File: src/hw/rtl/bspg_pkg.sv
package bspg_pkg;

   // Default channel layout
   localparam int DEF_SERVOS_PER_BANK = 4;
   localparam int DEF_BANK_COUNT      = 2;

   // Field widths
   localparam int CHAN_W   = 4;
   localparam int NS_W     = 25;
   localparam int WIDTH_W  = 16;
   localparam int PINS_W   = 8;
   localparam int REQ_DATA_W = 32;
   localparam int RSP_DATA_W = 16;

   // Response tdata bit positions
   localparam int RSP_BANK_BIT    = PINS_W;
   localparam int RSP_STARTED_BIT = PINS_W + 1;

   // Timing constants
   localparam int NS_PER_COUNT  = 500;
   localparam int CENTER_COUNTS = 3000;
   localparam int FRAME_RESET   = 16000;

   // Divide by 500 as a shift by 2, then a reciprocal multiply for 125
   localparam int PRE_SHIFT   = 2;
   localparam int DIV_REST    = NS_PER_COUNT / (2 ** PRE_SHIFT);
   localparam int RECIP_SHIFT = 30;
   localparam longint RECIP_MULT = ((64'd1 << RECIP_SHIFT) + DIV_REST - 1) / DIV_REST;
   localparam int DIV_IN_W    = NS_W - PRE_SHIFT;
   localparam int RECIP_W     = 24;
   localparam int PROD_W      = DIV_IN_W + RECIP_W;

   // Register map
   localparam int CSR_ADDR_W = 3;
   localparam logic CSR_IDX_FRAME = 1'b0;

   // Request kinds
   typedef enum logic {
      REQ_TICK  = 1'b0,
      REQ_WRITE = 1'b1
   } req_kind_type;

endpackage

File: src/hw/rtl/banked_servo_pulse_generator.sv
// A request is held in the input register, then its response in the response register.
// Throughput: one request per cycle while the response is not stalled; the two registers
// form a two-stage pipeline and the whole state update sits between them.
// Reset (synchronous, active high): every stored width is 3000 counts, frame length
// 16000 ticks, generator stopped with all pins low, bank 0, both stages empty.
module banked_servo_pulse_generator #(
   parameter int SERVOS_PER_BANK = bspg_pkg::DEF_SERVOS_PER_BANK,
   parameter int BANK_COUNT      = bspg_pkg::DEF_BANK_COUNT
) (
   input  logic                            clock,
   input  logic                            reset,
   // request stream
   input  logic                            req_tvalid,
   output logic                            req_tready,
   // tdata: channel [3:0], width_ns [28:4], zero [31:29]
   input  logic [bspg_pkg::REQ_DATA_W-1:0] req_tdata,
   // tuser: req_type [0]
   input  logic                            req_tuser,
   // response stream
   output logic                            rsp_tvalid,
   input  logic                            rsp_tready,
   // tdata: servo_pins [7:0], active_bank [8], started [9], zero [15:10]
   output logic [bspg_pkg::RSP_DATA_W-1:0] rsp_tdata,
   // configuration port
   input  logic                            csr_psel,
   input  logic                            csr_penable,
   input  logic                            csr_pwrite,
   input  logic [bspg_pkg::CSR_ADDR_W-1:0] csr_paddr,
   input  logic [31:0]                     csr_pwdata,
   output logic [31:0]                     csr_prdata,
   output logic                            csr_pready
);
   import bspg_pkg::*;

   localparam int TOTAL  = SERVOS_PER_BANK * BANK_COUNT;
   localparam int BANK_W = (BANK_COUNT > 1) ? $clog2(BANK_COUNT) : 1;

   // Configuration
   logic [WIDTH_W-1:0] frame_ff;

   assign csr_pready = 1'b1;
   assign csr_prdata = (csr_paddr[2] == CSR_IDX_FRAME) ? {16'b0, frame_ff} : 32'b0;

   always_ff @(posedge clock) begin
      if (reset) begin
         frame_ff <= WIDTH_W'(FRAME_RESET);
      end else if (csr_psel && csr_penable && csr_pwrite &&
                   (csr_paddr[2] == CSR_IDX_FRAME)) begin
         frame_ff <= csr_pwdata[WIDTH_W-1:0];
      end
   end

   // Pipeline handshake
   logic             in_valid_ff;
   req_kind_type     in_kind_ff;
   logic [CHAN_W-1:0] in_chan_ff;
   logic [NS_W-1:0]  in_ns_ff;
   logic             rsp_valid_ff;
   logic [RSP_DATA_W-1:0] rsp_data_ff;
   logic             advance;
   logic             fire;

   assign advance    = !rsp_valid_ff || rsp_tready;
   assign fire       = in_valid_ff && advance;
   assign req_tready = !in_valid_ff || advance;
   assign rsp_tvalid = rsp_valid_ff;
   assign rsp_tdata  = rsp_data_ff;

   // Generator state
   logic [WIDTH_W-1:0] width_ff [SERVOS_PER_BANK][BANK_COUNT];
   logic [WIDTH_W-1:0] latch_ff [SERVOS_PER_BANK];
   logic [WIDTH_W-1:0] latch_in [SERVOS_PER_BANK];
   logic [WIDTH_W-1:0] pos_ff, pos_in;
   logic [BANK_W-1:0]  bank_ff, bank_in;
   logic               run_ff, run_in;
   logic [PINS_W-1:0]  pins_ff, pins_in;

   // Nanoseconds to counts: floor(ns / 500) saturated to 16 bits
   logic [DIV_IN_W-1:0] div_in;
   logic [PROD_W-1:0]   prod;
   logic [16:0]         quot;
   logic [WIDTH_W-1:0]  wr_width;

   assign div_in   = in_ns_ff[NS_W-1:PRE_SHIFT];
   assign prod     = PROD_W'(div_in) * PROD_W'(RECIP_MULT);
   assign quot     = prod[RECIP_SHIFT+16:RECIP_SHIFT];
   assign wr_width = quot[16] ? {WIDTH_W{1'b1}} : quot[WIDTH_W-1:0];

   logic        chan_ok;
   logic        is_write;
   logic [16:0] next_pos;
   logic [PINS_W-1:0] lane_mask [SERVOS_PER_BANK];

   assign chan_ok  = 6'(in_chan_ff) < 6'(TOTAL);
   assign is_write = (in_kind_ff == REQ_WRITE);
   assign next_pos = {1'b0, pos_ff} + 17'd1;

   // Output bit of each lane in the active bank; servos past the eighth are not shown
   always_comb begin
      logic [5:0] srv;
      for (int i = 0; i < SERVOS_PER_BANK; i++) begin
         srv = 6'(bank_ff) * 6'(SERVOS_PER_BANK) + 6'(i);
         lane_mask[i] = (srv < 6'(PINS_W)) ? (PINS_W'(1) << srv[2:0]) : '0;
      end
   end

   // Next state for the request in the input register
   always_comb begin
      pins_in = pins_ff;
      pos_in  = pos_ff;
      bank_in = bank_ff;
      run_in  = run_ff;
      for (int i = 0; i < SERVOS_PER_BANK; i++) begin
         latch_in[i] = latch_ff[i];
      end
      if (is_write) begin
         if (chan_ok && !run_ff) begin
            run_in  = 1'b1;
            pins_in = '0;
            pos_in  = '0;
         end
      end else if (run_ff) begin
         if (pos_ff == '0) begin
            // frame start: latch the bank and raise nonzero pins
            pins_in = '0;
            for (int i = 0; i < SERVOS_PER_BANK; i++) begin
               latch_in[i] = width_ff[i][bank_ff];
               if (width_ff[i][bank_ff] != '0) begin
                  pins_in = pins_in | lane_mask[i];
               end
            end
         end else begin
            for (int i = 0; i < SERVOS_PER_BANK; i++) begin
               if (latch_ff[i] == pos_ff) begin
                  pins_in = pins_in & ~lane_mask[i];
               end
            end
         end
         // frame end: drop everything and move to the next bank
         if (next_pos >= {1'b0, frame_ff}) begin
            pins_in = '0;
            pos_in  = '0;
            bank_in = (bank_ff == BANK_W'(BANK_COUNT - 1)) ? '0 : bank_ff + BANK_W'(1);
         end else begin
            pos_in = next_pos[WIDTH_W-1:0];
         end
      end
   end

   // Input register
   always_ff @(posedge clock) begin
      if (reset) begin
         in_valid_ff <= 1'b0;
      end else if (req_tready) begin
         in_valid_ff <= req_tvalid;
      end
   end

   always_ff @(posedge clock) begin
      if (req_tready && req_tvalid) begin
         in_kind_ff <= req_kind_type'(req_tuser);
         in_chan_ff <= req_tdata[CHAN_W-1:0];
         in_ns_ff   <= req_tdata[CHAN_W+NS_W-1:CHAN_W];
      end
   end

   // Generator state update, one request per fired transaction
   always_ff @(posedge clock) begin
      if (reset) begin
         pos_ff  <= '0;
         bank_ff <= '0;
         run_ff  <= 1'b0;
         pins_ff <= '0;
         for (int i = 0; i < SERVOS_PER_BANK; i++) begin
            latch_ff[i] <= '0;
            for (int b = 0; b < BANK_COUNT; b++) begin
               width_ff[i][b] <= WIDTH_W'(CENTER_COUNTS);
            end
         end
      end else if (fire) begin
         pos_ff  <= pos_in;
         bank_ff <= bank_in;
         run_ff  <= run_in;
         pins_ff <= pins_in;
         for (int i = 0; i < SERVOS_PER_BANK; i++) begin
            latch_ff[i] <= latch_in[i];
            for (int b = 0; b < BANK_COUNT; b++) begin
               if (is_write && ({1'b0, in_chan_ff} == 5'(b * SERVOS_PER_BANK + i))) begin
                  width_ff[i][b] <= wr_width;
               end
            end
         end
      end
   end

   // Response register
   always_ff @(posedge clock) begin
      if (reset) begin
         rsp_valid_ff <= 1'b0;
      end else if (advance) begin
         rsp_valid_ff <= in_valid_ff;
      end
   end

   always_ff @(posedge clock) begin
      if (fire) begin
         rsp_data_ff <= {6'b0, run_in, bank_in[0], pins_in};
      end
   end

endmodule

File: config.mk
export PLATFORM = sky130hd
export DESIGN_NAME = banked_servo_pulse_generator
export DESIGN_NICKNAME = d
export VERILOG_FILES = /design/src/hw/rtl/bspg_pkg.sv /design/src/hw/rtl/banked_servo_pulse_generator.sv
export SDC_FILE = /design/constraint.sdc
export NUM_CORES = 1
export LEC_CHECK = 0
export BUFFER_PORTS_ARGS = -buffer_cell sky130_fd_sc_hd__buf_2
export CAP_MARGIN = 10
export CORE_MARGIN = 2
export CORE_UTILIZATION = 30
export CTS_BUF_LIST = sky130_fd_sc_hd__clkbuf_4 sky130_fd_sc_hd__clkbuf_8
export DETAILED_ROUTE_END_ITERATION = 8
export PLACE_DENSITY = 0.47
export SLEW_MARGIN = 15
export SYNTH_ARGS = -nofsm -noshare
export SYNTH_HDL_FRONTEND = slang
export SYNTH_SLANG_ARGS = --single-unit
File: constraint.sdc
create_clock -name clock -period 7.33 [get_ports clock]
set_clock_uncertainty 0.05 [all_clocks]
set_input_delay 1.466 -clock clock [delete_from_list [all_inputs] [get_ports clock]]
set_output_delay 1.466 -clock clock [all_outputs]
set_load 0.02 [all_outputs]
# Word-level counts from Yosys, hierarchy flattened
# Memory sizes are Yosys's and may differ from the RTL's.
# Index checks and enable logic that the tools add are counted.
dict set report word_totals {
  reg_bits 84
  ramBits 192
  input_bits 75
  output_inout_bits 51
  elab_cells 205
  memories 2
}
# memory depth width rd rd_ports_with_merged_regs wr line_no
set mem_list {}
lappend mem_list {width_ff 4 32 4 0 4 banked_servo_pulse_generator.sv:70} ;# logic [WIDTH_W-1:0] width_ff [SERVOS_PER_BANK][BANK_COUNT];
lappend mem_list {latch_ff 4 16 4 0 4 banked_servo_pulse_generator.sv:71} ;# logic [WIDTH_W-1:0] latch_ff [SERVOS_PER_BANK];
dict set report classes {
  n_addsub 5
  mul 1
  order_cmp 7
  n_eq_ne 12
  n_shift 4
  n_mux 111
  bitwise 25
  n_reduce_logical 27
}
# operator count
set op_table {}
lappend op_table {{$mux W16} 30}
lappend op_table {{$mux W8} 35}
lappend op_table {{$mux W64} 3}
lappend op_table {{$eq A16 B16 Y1} 4}
lappend op_table {{$reduce_bool A16 Y1} 4}
lappend op_table {{$mul A23 B24 Y47 const B} 1}
lappend op_table {{$mux W1} 43}
lappend op_table {{$and A8 B8 Y8} 4}
lappend op_table {{$not A8 Y8} 4}
lappend op_table {{$shl A1 B3 Y8 const A} 4}
lappend op_table {{$or A8 B8 Y8} 3}
lappend op_table {{$add A16 B1 Y17 const B} 1}
lappend op_table {{$ge A17 B16 Y1} 1}
lappend op_table {{$eq A4 B3 Y1 const B} 4}
lappend op_table {{$logic_not A16 Y1} 1}
lappend op_table {{$lt A4 B4 Y1 const B} 4}
lappend op_table {{$logic_and A1 B1 Y1} 14}
lappend op_table {{$or A1 B1 Y1} 12}
lappend op_table {{$add A3 B2 Y4 const B} 2}
lappend op_table {{$eq A4 B2 Y1 const B} 2}
lappend op_table {{$add A3 B1 Y4 const B} 1}
lappend op_table {{$eq A4 B1 Y1 const B} 1}
lappend op_table {{$logic_not A4 Y1} 1}
lappend op_table {{$lt A3 B4 Y1 const B} 1}
lappend op_table {{9 further kinds} 12}

# Longest topological paths before layout
dict set report logic_depth {
  word_depth 25
  depth_mapped 27
  depth_no_buf 25
}

# Worst setup path before layout
# Ideal clock, no wire load.
dict set report synth_timing {
  path_kind {reg2reg}
  from {reg in_ns_ff[22]}
  to {mem width_ff[0][13] (netlist bit), data pin}
  setup_time_ns 0.167
  t_arrival_ns 6.333
  required_ns 7.113
  path_slack_ns 0.780
  path_stages_with_launch 22
  path_buffers 0
  cell_sequence {edfxtp_1 -> fa_1 -> inv_1 -> fa_1 -> inv_1 -> fa_1 -> fa_1 -> fa_1 -> inv_1 -> fa_1 -> inv_1 -> fa_1 -> ha_1 -> and4_4 -> nand4_1 -> a2111oi_2 -> o311a_2 -> nor2_2 -> a211oi_4 -> a2111o_1 -> o21ai_2 -> nor2_1}
}
# item line_no
set synth_rtl {}
lappend synth_rtl {{start: declaration} banked_servo_pulse_generator.sv:57} ;# logic [NS_W-1:0] in_ns_ff;
lappend synth_rtl {{start signal: assignment} banked_servo_pulse_generator.sv:163} ;# in_ns_ff <= req_tdata[CHAN_W+NS_W-1:CHAN_W];
lappend synth_rtl {{end: declaration} banked_servo_pulse_generator.sv:70}

==> summary.txt <==
Floorplan
  – Die area: around 72000 um^2
  – Core area: 69800 um^2
  – Initial Util: between 30% and 40%
  – Row count: between 90 and 100
  – Top-level I/O count: roughly 130
  – Die X: around 270 um
  – Die Height: 269 um

Drt
  – Iteration-0 DRC Markers: between 600 and 700
  – WL final: 53600 um
  – First-pass iteration count of the detailed router: 5
  – DR vias: ~14k
  – Avg WL per Cell: between 15 and 20 um
  – Drc violations: 0
  – Vias per std cell: between 4 and 5
  – Routed Antenna Nets: 0

Critical path
  – Top delay family on crit path: adder cells
  – Crit path buf inv count: 5
  – R2R cell count: 22
  – Critical path startpoint category: flop
  – Critical-path cell list: fa_1 -> inv_1 -> fa_1 -> inv_1 -> fa_1 -> fa_1 -> fa_1 -> inv_1 -> fa_1 -> inv_1 -> fa_1 -> ha_1 -> and4_4 -> nand3_1 -> nor4_1 -> o21ai_1 -> a311o_1 -> a31oi_4 -> a21oi_1 -> mux2i_2 -> buf_4 -> nor2_1
  – Crit Path Max Fanout: 6
  – Max stage delay on crit path: between 600 and 700 ps
  – Endpoint class of the critical path: flop
  – CP Data Required Time: between 7000 and 8000 ps
  – CP Depth: 22
  – Master of the slowest instance on the critical path: fa_1
  – Crit Path Class: flop to flop
  – Crit path DAT: 7370 ps
  – Most used cell, CP: fa_1

Place
  – Dpl hpwl: 43500 um
  – PortBufs: between 70 and 80
  – GPL Wtd Cong: approximately 0.84
  – Cell count after placement: 2949

Clock tree
  – CTS Sinks: between 200 and 300
  – Longest Clk Path Bufs: 3
  – TritonCTS Buffers: roughly 50
  – Clock-pin slew on the worst setup and hold paths: about 60 ps
  – Htree depth: 2
  – Root buffer cell: clkbuf_8
  – CTS tree: built
  – Latest clock arrival within the worst-skew pair: about 630 ps

Layout
  – Final non-filler cell total: around 3k
  – Layout cells sized above 1: 11.7%
  – Area growth from synthesis to layout: 12.3%
  – Nets@finish: 2548

Worst hold path
  – HP Class: flop to flop
  – Hold path depth: 2

Job
  – Number of max-cap violations: 0

Power and ir drop
  – LEAKAGE: 10.3 nW
  – Max VDD drop: between 0.0003 and 0.0004 V
  – P per Cell Area: just over 400 nW/um^2
  – Total power: between 9 and 10 mW

Global route
  – Global-route wire length before repair: between 80000 and 90000 um
  – Initial antenna violation count: 1
  – All-Layer GR Usage: between 10% and 20%
  – Vias in the first global route: roughly 15k
  – Gr ovfl total: 0
  – Pin count of the biggest net entering global routing: 70

Synth
  – Syn Inst Count: between 1.5k and 2k
  – Count of cell types in the netlist: 77
  – Sequential element share of the synthesized area: 36.9%
  – Yosys Warn Count: 0
  – Main synth FF type: edfxtp_1
  – Async SR Flop Fraction: 0%
  – Post-synth EDFFs: between 200 and 250
  – Cell area after synthesis: around 21000 um^2
  – Post-Syn Area per Cell: approximately 11 um^2
  – Yosys reg bits: ~270

STA
  – Max_slew headroom: 23.8%
  – Fin. Hold Viols: 0
  – RSZ-0062 raised after global routing: no
  – Slew of the pin with the lowest slew margin: 1140 ps
  – Final period utilization: 95.7%
  – Max Clock Freq: roughly 140 MHz
  – Slew Limit Fails: 0
  – Fin crit period: 7020 ps
  – Final setup vio count: 0
  – Setup TNS: 0 ps

Outcome
  – Status: finished, final reports clean
final cells by class:
type | count | area (um^2)
diodes | 1 | 2.50
clock buffers | 56 | 727
clock inverters | 34 | 224
fillers | 7047 | 46100
inverters | 318 | 1190
multi-input cells | 1287 | 11800
flip-flops and latches | 274 | 7790
well taps | 940 | 1180
repair buffers | 132 | 806
worst register-to-register path: stages, from the launching register on:
cell and delay, ps:
edfxtp_1 410, fa_1 610, inv_1 80, fa_1 500
inv_1 50, fa_1 510, fa_1 440, fa_1 490
inv_1 60, fa_1 530, inv_1 70, fa_1 520
ha_1 320, and4_4 250, nand3_1 120, nor4_1 220
o21ai_1 150, a311o_1 390, a31oi_4 310, a21oi_1 150
mux2i_2 170, buf_4 170, nor2_1 240
synth_stat cells (35+ instances only):
master	count	area share, %
inv_1	318	5.7
ha_1	256	15
edfxtp_1	230	33
nor2_1	168	3.0
fa_1	155	15
nand2_1	101	1.8
a21oi_1	73	1.7
xnor2_1	73	3.0
mux2i_1	66	3.1
dfxtp_1	44	4.2
clkbuf_1	42	0.75
nor4_1	40	1.2
nand4_1	35	1.0
per-layer routing:
layer	vias up	track usage [%]	wire (um)
met3	88	1.99	1660
li1	6860	-	-
met2	235	26.8	27100
met1	6751	18.5	23500
met4	0	4.59	1400
met5	-	0	0
cells by family (layout without fill, tap and decap cells):
| group | Yosys count | in the layout | share of synthesized area, % |
|---|---|---|---|
| and+or+nand+nor | 450 | 450 | 10.3 |
| adders and majority gates | 411 | 411 | 29.9 |
| buffers and inverters | 409 | 540 | 7.81 |
| DFF | 274 | 274 | 36.9 |
| AOI/OAI and AO/OA | 247 | 247 | 8.19 |
| xor gates and xnor gates | 89 | 89 | 3.70 |
| muxes | 67 | 67 | 3.20 |
| other | 2 | 24 | 0.0356 |
flip-flops by register name, summed over array words and instances, names as in the netlist:
register     flops
width_ff       128
latch_ff        64
in_ns_ff        23
frame_ff        16
pos_ff          16
rsp_tdata       10
pins_ff          8
in_chan_ff       4
bank_ff          1
in_kind_ff       1
in_valid_ff      1
rsp_tvalid       1
run_ff           1
cells in the final DEF, fill, tap and decap left out, types with 52 or more instances in the layout:
cell | Yosys | final
buf_2 | 11 | 79
edfxtp_1 | 230 | 230
nand2_1 | 101 | 101
inv_1 | 318 | 318
xnor2_1 | 73 | 73
buf_4 | 26 | 52
a21oi_1 | 73 | 73
nor2_1 | 168 | 163
ha_1 | 256 | 256
fa_1 | 155 | 155
mux2i_1 | 66 | 66
power breakdown:
group	total [mW]	switching [mW]	internal (mW)	leakage (nW)
registers	1.80	0.0456	1.75	2.54
logic	6.36	3.87	2.49	7.24
clock network	1.42	0.685	0.739	0.504
repair_timing:
action	CTS	global route
endpoints found under the hold margin	0	0
gates resized for setup	0	4
buffers inserted	0	2
hold buffers	0	0
setup endpoints to repair	0	24
per-stage QoR:
stage	area, um^2	util (%)	setup WS, ps	hold slack (ps)
finish	23700	34.0	314	406
global route	23700	34.0	9.85	428
CTS	23700	33.9	103	408
detailed placement	22700	32.6	145	400
global placement	22700	32.6	168	394
floorplan	21200	-	780	386
final timing paths:
path,startpoint,endpoint,slack [ps]
max,in_ns_ff[22],width_ff[1][10],310
min reg2reg,frame_ff[6],frame_ff[6],410
min,frame_ff[6],frame_ff[6],410
max reg2reg,in_ns_ff[22],width_ff[1][10],310
No activity file was read; power rests on OpenSTA's default activity.
